## src/rtl/assert_macros.svh

```systemverilog
// assertion helpers, clocked on i_clk and switched off while in reset
`ifndef ASSERT_MACROS_SVH
`define ASSERT_MACROS_SVH

// same-cycle implication
`define ASSERT_SAME(lbl, ante, cons, msg) \
    lbl: assert property (@(posedge i_clk) disable iff (!i_rst_n) (ante) |-> (cons)) \
        else $error(msg);

// next-cycle implication
`define ASSERT_NEXT(lbl, ante, cons, msg) \
    lbl: assert property (@(posedge i_clk) disable iff (!i_rst_n) (ante) |=> (cons)) \
        else $error(msg);

`endif

```

## src/rtl/ssort_pkg.sv

```systemverilog
`timescale 1ns / 1ps
`default_nettype none
package ssort_pkg;

    localparam int DATA_W      = 32;
    localparam int STORE_DEPTH = 64;
    localparam int ADDR_W      = 6;
    localparam int CNT_W       = 7;

    typedef enum logic [2:0] {
        ST_LOAD,
        ST_GAP,
        ST_RD_I,
        ST_HOLD,
        ST_RD_J,
        ST_CMP,
        ST_OUT_RD,
        ST_OUT_EMIT
    } t_state;

    typedef struct packed {
        logic                     we;
        logic [ADDR_W-1:0]        waddr;
        logic signed [DATA_W-1:0] wdata;
        logic [ADDR_W-1:0]        raddr;
    } t_mem_req;

endpackage
`default_nettype wire

```

## src/rtl/ssort_mem.sv

```systemverilog
`timescale 1ns / 1ps
`default_nettype none
module ssort_mem
    import ssort_pkg::*;
(
    input  wire logic                     i_clk,
    input  wire t_mem_req                 i_req,
    output logic signed [DATA_W-1:0]      o_rd_data
);

    logic signed [DATA_W-1:0] r_mem [STORE_DEPTH];
    logic signed [DATA_W-1:0] r_rd_data;

    always_ff @(posedge i_clk) begin
        if (i_req.we) begin
            r_mem[i_req.waddr] <= i_req.wdata;
        end
    end

    always_ff @(posedge i_clk) begin
        r_rd_data <= r_mem[i_req.raddr];
    end

    assign o_rd_data = r_rd_data;

endmodule
`default_nettype wire

```

## src/rtl/ssort_ctrl.sv

```systemverilog
`timescale 1ns / 1ps
`default_nettype none
module ssort_ctrl
    import ssort_pkg::*;
#(
    parameter int MAX_ITEMS = 64
) (
    input  wire logic                     i_clk,
    input  wire logic                     i_rst_n,
    input  wire logic                     i_start,
    input  wire logic signed [DATA_W-1:0] i_value,
    input  wire logic                     i_last,
    output logic                          o_busy,
    output t_mem_req                      o_mem_req,
    input  wire logic signed [DATA_W-1:0] i_rd_data,
    output logic                          o_strobe,
    output logic signed [DATA_W-1:0]      o_sorted_value,
    output logic                          o_final_res,
    output logic                          o_dropped
);

    localparam logic [CNT_W-1:0] CAP = CNT_W'(MAX_ITEMS);

    t_state                   r_state, n_state;
    logic [CNT_W-1:0]         r_count, n_count;
    logic                     r_ovf, n_ovf;
    logic [CNT_W-1:0]         r_n, n_n;
    logic [ADDR_W-1:0]        r_gap, n_gap;
    logic [CNT_W-1:0]         r_i, n_i;
    logic [CNT_W-1:0]         r_j, n_j;
    logic signed [DATA_W-1:0] r_held, n_held;

    logic [CNT_W-1:0]         gap_ext;
    logic [CNT_W-1:0]         j_back;
    logic [CNT_W-1:0]         count_upd;
    logic                     is_less;

    assign gap_ext = {1'b0, r_gap};
    assign j_back  = r_j - gap_ext;
    // the one data comparator
    assign is_less = r_held < i_rd_data;

    always_ff @(posedge i_clk) begin
        if (!i_rst_n) begin
            r_state <= ST_LOAD;
            r_count <= '0;
            r_ovf   <= 1'b0;
        end else begin
            r_state <= n_state;
            r_count <= n_count;
            r_ovf   <= n_ovf;
        end
    end

    always_ff @(posedge i_clk) begin
        r_n    <= n_n;
        r_gap  <= n_gap;
        r_i    <= n_i;
        r_j    <= n_j;
        r_held <= n_held;
    end

    always_comb begin
        n_state   = r_state;
        n_count   = r_count;
        n_ovf     = r_ovf;
        n_n       = r_n;
        n_gap     = r_gap;
        n_i       = r_i;
        n_j       = r_j;
        n_held    = r_held;
        count_upd = r_count;
        o_mem_req = '{we: 1'b0, waddr: r_j[ADDR_W-1:0], wdata: r_held,
                      raddr: r_i[ADDR_W-1:0]};
        o_busy         = 1'b1;
        o_strobe       = 1'b0;
        o_sorted_value = i_rd_data;
        o_final_res    = 1'b0;
        o_dropped      = r_ovf;

        case (r_state)
            ST_LOAD: begin
                o_busy = 1'b0;
                if (i_start) begin
                    if (r_count < CAP) begin
                        o_mem_req.we    = 1'b1;
                        o_mem_req.waddr = r_count[ADDR_W-1:0];
                        o_mem_req.wdata = i_value;
                        count_upd       = r_count + CNT_W'(1);
                    end else begin
                        n_ovf = 1'b1;
                    end
                    n_count = count_upd;
                    if (i_last) begin
                        n_n     = count_upd;
                        n_gap   = count_upd[CNT_W-1:1];
                        n_state = ST_GAP;
                    end
                end
            end
            ST_GAP: begin
                n_i = gap_ext;
                n_j = '0;
                if (r_gap == '0) begin
                    n_state = ST_OUT_RD;
                end else begin
                    n_state = ST_RD_I;
                end
            end
            ST_RD_I: begin
                if (r_i >= r_n) begin
                    n_gap   = r_gap >> 1;
                    n_state = ST_GAP;
                end else begin
                    o_mem_req.raddr = r_i[ADDR_W-1:0];
                    n_j             = r_i;
                    n_state         = ST_HOLD;
                end
            end
            ST_HOLD: begin
                n_held  = i_rd_data;
                n_state = ST_RD_J;
            end
            ST_RD_J: begin
                if (r_j >= gap_ext) begin
                    o_mem_req.raddr = j_back[ADDR_W-1:0];
                    n_state         = ST_CMP;
                end else begin
                    o_mem_req.we = 1'b1;
                    n_i          = r_i + CNT_W'(1);
                    n_state      = ST_RD_I;
                end
            end
            ST_CMP: begin
                o_mem_req.we = 1'b1;
                if (is_less) begin
                    // shift the larger element up by one gap
                    o_mem_req.wdata = i_rd_data;
                    n_j             = j_back;
                    n_state         = ST_RD_J;
                end else begin
                    n_i     = r_i + CNT_W'(1);
                    n_state = ST_RD_I;
                end
            end
            ST_OUT_RD: begin
                o_mem_req.raddr = r_j[ADDR_W-1:0];
                n_state         = ST_OUT_EMIT;
            end
            ST_OUT_EMIT: begin
                o_strobe    = 1'b1;
                o_final_res = (r_j + CNT_W'(1)) == r_n;
                n_j         = r_j + CNT_W'(1);
                if (o_final_res) begin
                    n_count = '0;
                    n_ovf   = 1'b0;
                    n_state = ST_LOAD;
                end else begin
                    n_state = ST_OUT_RD;
                end
            end
            default: begin
                n_state = ST_LOAD;
            end
        endcase
    end

endmodule
`default_nettype wire

```

## src/rtl/shell_sort_engine.sv

```systemverilog
`timescale 1ns / 1ps
`default_nettype none
// Shell sort engine for signed 32-bit values.
// Input: drive i_value and i_last with start; a transfer happens on a clock edge
// where start is high and busy is low. Items arrive one per cycle while loading.
// The item with i_last high closes the set; up to MAX_ITEMS values are kept,
// further ones are discarded and o_dropped is reported with the results.
// After the closing item busy rises while the set is sorted in place with the
// halving gap sequence n/2, n/4 .. 1, using one comparator and one single-port
// read / single-port write store with registered read data.
// Each insertion step reads the element at i into the held register (RD_I,
// HOLD), then per compare reads the element one gap back (RD_J) and, while
// it is larger, moves it up one gap (CMP); the held element is written when
// the walk reaches the front or a compare stops it; a zero gap ends the sort.
// Results in ascending order, each read then shown; o_strobe high for one
// cycle each, o_final_res on the last. The receiver cannot stall; busy falls
// the cycle after the final result and the next set may start.
// Reset (synchronous, active low) empties the set and returns to loading.
module shell_sort_engine
    import ssort_pkg::*;
#(
    parameter int MAX_ITEMS = 64
) (
    input  wire logic                     i_clk,
    input  wire logic                     i_rst_n,
    input  wire logic                     start,
    output logic                          busy,
    input  wire logic signed [DATA_W-1:0] i_value,
    input  wire logic                     i_last,
    output logic                          o_strobe,
    output logic signed [DATA_W-1:0]      o_sorted_value,
    output logic                          o_final_res,
    output logic                          o_dropped
);

    t_mem_req                 mem_req;
    logic signed [DATA_W-1:0] rd_data;

    ssort_ctrl #(
        .MAX_ITEMS (MAX_ITEMS)
    ) u_ctrl (
        .i_clk          (i_clk),
        .i_rst_n        (i_rst_n),
        .i_start        (start),
        .i_value        (i_value),
        .i_last         (i_last),
        .o_busy         (busy),
        .o_mem_req      (mem_req),
        .i_rd_data      (rd_data),
        .o_strobe       (o_strobe),
        .o_sorted_value (o_sorted_value),
        .o_final_res    (o_final_res),
        .o_dropped      (o_dropped)
    );

    ssort_mem u_mem (
        .i_clk     (i_clk),
        .i_req     (mem_req),
        .o_rd_data (rd_data)
    );

`include "assert_macros.svh"

    `ASSERT_SAME(a_strobe_busy, o_strobe, busy, "result strobe while idle")
    `ASSERT_NEXT(a_final_idle, o_strobe && o_final_res, !busy, "busy after final result")
    `ASSERT_NEXT(a_load_stays, start && !busy && !i_last, !busy, "busy after non-last item")
    `ASSERT_NEXT(a_last_busy, start && !busy && i_last, busy && !o_strobe,
                 "closing item did not start the sort")

endmodule
`default_nettype wire
```

## config.mk

```make
export PLATFORM = sky130hd
export DESIGN_NAME = shell_sort_engine
export DESIGN_NICKNAME = d
export VERILOG_FILES = /design/src/rtl/ssort_pkg.sv /design/src/rtl/ssort_mem.sv /design/src/rtl/ssort_ctrl.sv /design/src/rtl/shell_sort_engine.sv
export VERILOG_INCLUDE_DIRS = /design/src /design/src/rtl
export SDC_FILE = /design/constraint.sdc
export NUM_CORES = 2
export LEC_CHECK = 0
export BUFFER_PORTS_ARGS = -buffer_cell sky130_fd_sc_hd__buf_4
export CELL_PAD_IN_SITES_DETAIL_PLACEMENT = 0
export CELL_PAD_IN_SITES_GLOBAL_PLACEMENT = 2
export CORE_ASPECT_RATIO = 2
export CORE_UTILIZATION = 45
export DETAILED_ROUTE_END_ITERATION = 6
export GPL_TIMING_DRIVEN = 0
export PLACE_DENSITY_LB_ADDON = 0.1
export SKIP_CTS_REPAIR_TIMING = 1
export SLEW_MARGIN = 20
export SYNTH_ARGS = -nofsm -noshare
export SYNTH_HDL_FRONTEND = slang
export SYNTH_SLANG_ARGS = --single-unit
export TNS_END_PERCENT = 5
```

## constraint.sdc

```tcl
create_clock -name i_clk -period 9.5 [get_ports i_clk]
set_input_delay 0.475 -clock i_clk [delete_from_list [all_inputs] [get_ports i_clk]]
set_output_delay 0.475 -clock i_clk [all_outputs]
set_load 0.02 [all_outputs]
```

==> results by group <==
STA
  • Share of the clock period used by the worst path after layout: 72.3%
  • Minimum clock period: 6.87 ns
  • Unrepaired setup endpoints after global routing: no
  • Final Skew: 0.0495 ns
  • Max-slew violations: 0
  • Final Hold Viols: 0
  • Number of endpoints failing setup at the final stage: 0
  • Fmax: 146 MHz
  • Post-route setup TNS: 0 ns
  • Headroom to the max-slew limit: 15.7%
  • Slew @ Worst Pin: 1.26 ns

Setup path
  • Critical Path RT: 10.04 ns
  • Max stage delay on crit path: 0.74 ns
  • Crit path top cell by count: sky130_fd_sc_hd__clkbuf_1
  • Gate family responsible for the most delay along the worst path: buffers and inverters
  • Worst Setup End Kind: flop
  • Data arrival, critical path: 7.41 ns
  • Type of the worst setup path: flop to flop
  • Slowest stage cell, crit path: sky130_fd_sc_hd__buf_2
  • Startpoint type of the worst setup path: flop
  • Worst-path maximum fanout: 11
  • Buffer and inverter count on the worst path: 6
  • Series of cell instances along the critical path: clkbuf_1 -> inv_1 -> ha_1 -> nand2b_1 -> a31oi_1 -> o21ai_0 -> a22oi_1 -> and3_1 -> clkbuf_1 -> buf_2 -> buf_2 -> clkbuf_1 -> a32oi_1 -> a31oi_1 -> nand4_1

Yosys
  • Post-synth EDFFs: 2107
  • Cells after Synth: 6174
  • Area share of and/or/nand/nor cells after synthesis: 14.6%
  • Most area-consuming cells after synthesis: sky130_fd_sc_hd__edfxtp_1, sky130_fd_sc_hd__nand2_1, sky130_fd_sc_hd__nand3_1
  • Top-area cell type share of the netlist area: 74.5%
  • Compound-cell area share of the yosys netlist: 4.06%
  • Main combinational cell family by area after synthesis: simple AND/OR/NAND/NOR gates
  • Proportion of synthesized area in mux cells: 2.46%
  • Syn Std Cell Area: 84900 µm²
  • Synthesized-area fraction occupied by adder cells: 0.716%
  • Post-synthesis share of cell area spent on xor and xnor gates: 0.268%
  • Most used flip-flop cell after synthesis: sky130_fd_sc_hd__edfxtp_1
  • Async set or reset register ratio after synthesis: 0%
  • Cell type with the highest aggregate area in the netlist: sky130_fd_sc_hd__edfxtp_1
  • Synthesized flop and latch total: 2150
  • Net count after synthesis: 6258
  • Ys Warns: 0
  • Cell variety after synth: 64
  • Syn avg cell area: 13.8 µm²
  • Proportion of synthesized chip area in sequential cells: 75.5%

Power and ir drop
  • Switching power total: 4.50 mW
  • Leakage dissipation: 34.3 nW
  • Power consumption: 19.8 mW
  • Max rail drop VDD: 0.166 mV
  • Pwr per Cell Area: 197 nW/µm²
  • Fraction of power consumed by sequential logic: 53.5%
  • Internal power component: 15.2 mW
  • Gate power share: 5.4%
  • Switching power as a share of total power: 22.8%
  • Relative contribution of the clock network to total power: 41.2%

Global route
  • Wire length of the first global-routing pass: 498000 µm
  • All-layer global routing usage: 39.8%
  • Number of antenna violations at the first check in global routing: 37
  • Global route overflow: 0
  • Via count of the first global-routing pass: 56397
  • Maximum number of pins on one net before global-route repair: 65

Flow run
  • Max-cap violations: 0

Clock network
  • CTS H-tree depth: 4
  • Clock buffer count from CTS: 199
  • Clock sinks: 2150
  • Clk_lat worst skew: 0.88 ns
  • Master cell of the clock root buffer: sky130_fd_sc_hd__clkbuf_16
  • Clock-pin slew on the worst setup and hold paths: 0.07 ns
  • TritonCTS clock tree: done
  • Max Buffers Root-to-Sink: 4

Floorplan
  • Die area: 190000 µm²
  • Row cnt: 225
  • Die Ht: 616 µm
  • Core region area: 187000 µm²
  • Die X: 309 µm
  • I/O pin cnt: 72
  • Initial cell density of the core: 45.3%

Min path
  • Class of the most critical hold timing path: input port to flop

Place
  • GP Congestion: 0.951
  • Cell area after placement: 93700 µm²
  • Half-perimeter wire length after placement: 273000 µm
  • Buffers added on ports: 71

Route
  • Total wire length after detailed routing: 381000 µm
  • Wire per inst: 40.8 µm
  • Total iterations of the first detailed-routing run: 7
  • DRC violations left: 2
  • Vias: 59166
  • Number of nets with antenna violations after routing: 0
  • Via-to-Cell Ratio: 6.35
  • First-iteration detailed-routing DRC count: 8654

Cells and area
  • Fraction of final layout cells with drive strength greater than 1: 13.1%
  • Non-Filler Cell Area, Final: 100000 µm²
  • Total of fill cells in the finished design: 15741
  • Most frequent cells in the layout: sky130_fd_sc_hd__edfxtp_1, sky130_fd_sc_hd__nand2_1, sky130_fd_sc_hd__nand3_1
  • Leading cell type in the layout, fill and taps excluded: sky130_fd_sc_hd__edfxtp_1
  • Layout-stage area growth over the synthesis result: 18.0%
  • # nets final: 6726

Outcome
  • Status: complete, but fails checks
  • Violated checks: DRC
[power groups by stage]
stage / sequential, mW / clock [mW] / combinational, mW
finish: 10.6 / 8.13 / 1.06
global route: 10.6 / 8.44 / 1.07
CTS: 10.6 / 8.14 / 1.02
detailed placement: 10.8 / 0 / 1.02
global placement: 10.8 / 0 / 0.921
floorplan: 10.8 / 0 / 0.421
[per-stage QoR]
stage          util, %  setup slack (ns)  instances  hold slack (ns)
6_report          53.4              2.63       9318           0.0492
5_1_grt           53.4              2.75       9296           0.0595
4_1_cts           53.4              2.80       9292           -0.105
3_5_place_dp      50.0              2.84       8935            0.512
3_3_place_gp      47.2            0.0937       8742            0.517
2_1_floorplan        -              5.17       6174            0.503
[Yosys cell counts (8+ instances only)]
cell type / count
sky130_fd_sc_hd__edfxtp_1: 2107
sky130_fd_sc_hd__nand2_1: 1790
sky130_fd_sc_hd__nand3_1: 623
sky130_fd_sc_hd__nand4_1: 224
sky130_fd_sc_hd__mux2i_1: 204
sky130_fd_sc_hd__a32oi_1: 199
sky130_fd_sc_hd__buf_2: 188
sky130_fd_sc_hd__clkbuf_1: 131
sky130_fd_sc_hd__nor2_1: 115
sky130_fd_sc_hd__a22oi_1: 66
sky130_fd_sc_hd__a31oi_1: 62
sky130_fd_sc_hd__inv_1: 59
sky130_fd_sc_hd__ha_1: 47
sky130_fd_sc_hd__dfxtp_1: 43
sky130_fd_sc_hd__a21oi_1: 41
sky130_fd_sc_hd__and3_1: 27
sky130_fd_sc_hd__buf_1: 27
sky130_fd_sc_hd__o21ai_0: 26
sky130_fd_sc_hd__xnor2_1: 18
sky130_fd_sc_hd__and4_1: 15
sky130_fd_sc_hd__or3_1: 14
sky130_fd_sc_hd__buf_4: 13
sky130_fd_sc_hd__buf_6: 10
sky130_fd_sc_hd__nand2b_1: 9
sky130_fd_sc_hd__nor2b_1: 9
sky130_fd_sc_hd__xor2_1: 8
[cell type report]
cell class / count / area (µm²) / share of cell area, %
clock buffers: 257 / 5340 / 5.33
repair buffers: 267 / 5010 / 5.00
plain buffers: 369 / 1780 / 1.77
multi-input cells: 3596 / 19500 / 19.5
diodes: 23 / 57.6 / 0.0574
inverters: 59 / 221 / 0.221
well taps: 2497 / 3120 / 3.12
flip-flops and latches: 2150 / 64100 / 64.0
clock inverters: 100 / 1000 / 0.999
[cell families (layout without fill, tap and decap cells)]
group / after synthesis / count (layout)
AO/OA/AOI/OAI: 453 / 453
AND/OR/NAND/NOR: 2861 / 2861
XOR/XNOR: 26 / 26
buffers and inverters: 428 / 1052
adder cells (fa/ha/maj): 48 / 48
other: 0 / 23
multiplexers: 208 / 208
flip-flops: 2150 / 2150
[per-layer routing]
metal | wire length (µm) | GRT usage [%] | vias to the layer above
li1 | - | - | 23926
met1 | 122000 | 43.6 | 30033
met2 | 183000 | 65.3 | 3916
met3 | 35200 | 8.12 | 1267
met4 | 39900 | 34.8 | 24
met5 | 159 | 0 | -
[state kept, by name, summed over array words and instances, names as in the netlist]
register          cells
u_mem.r_mem        2048
u_mem.o_rd_data      32
u_ctrl.r_i            7
u_ctrl.r_gap          6
u_ctrl.r_n            7
u_ctrl.o_dropped      1
u_ctrl.r_held        32
u_ctrl.r_j            7
u_ctrl.r_state        3
u_ctrl.r_count        7
[worst register-to-register path: cells and delay by family, from the launching register on]
family,cells,cell delay [ns]
compound gates,5,1.84
buf+inv,6,3.10
simple gates,3,0.83
flops,1,0.35
fa+ha+maj,1,0.43
[worst paths after layout]
check,depth (start not counted),slack [ns],start,to
worst min-delay path,3,0.05,i_value[27],u_mem.r_mem[9][27]
worst min register to register,2,0.53,u_ctrl.o_dropped,u_ctrl.o_dropped
worst max-delay path,15,2.63,u_ctrl.r_j[0],u_mem.o_rd_data[29]
worst max register to register,15,2.63,u_ctrl.r_j[0],u_mem.o_rd_data[29]
Power figures use the tool's default switching activity.
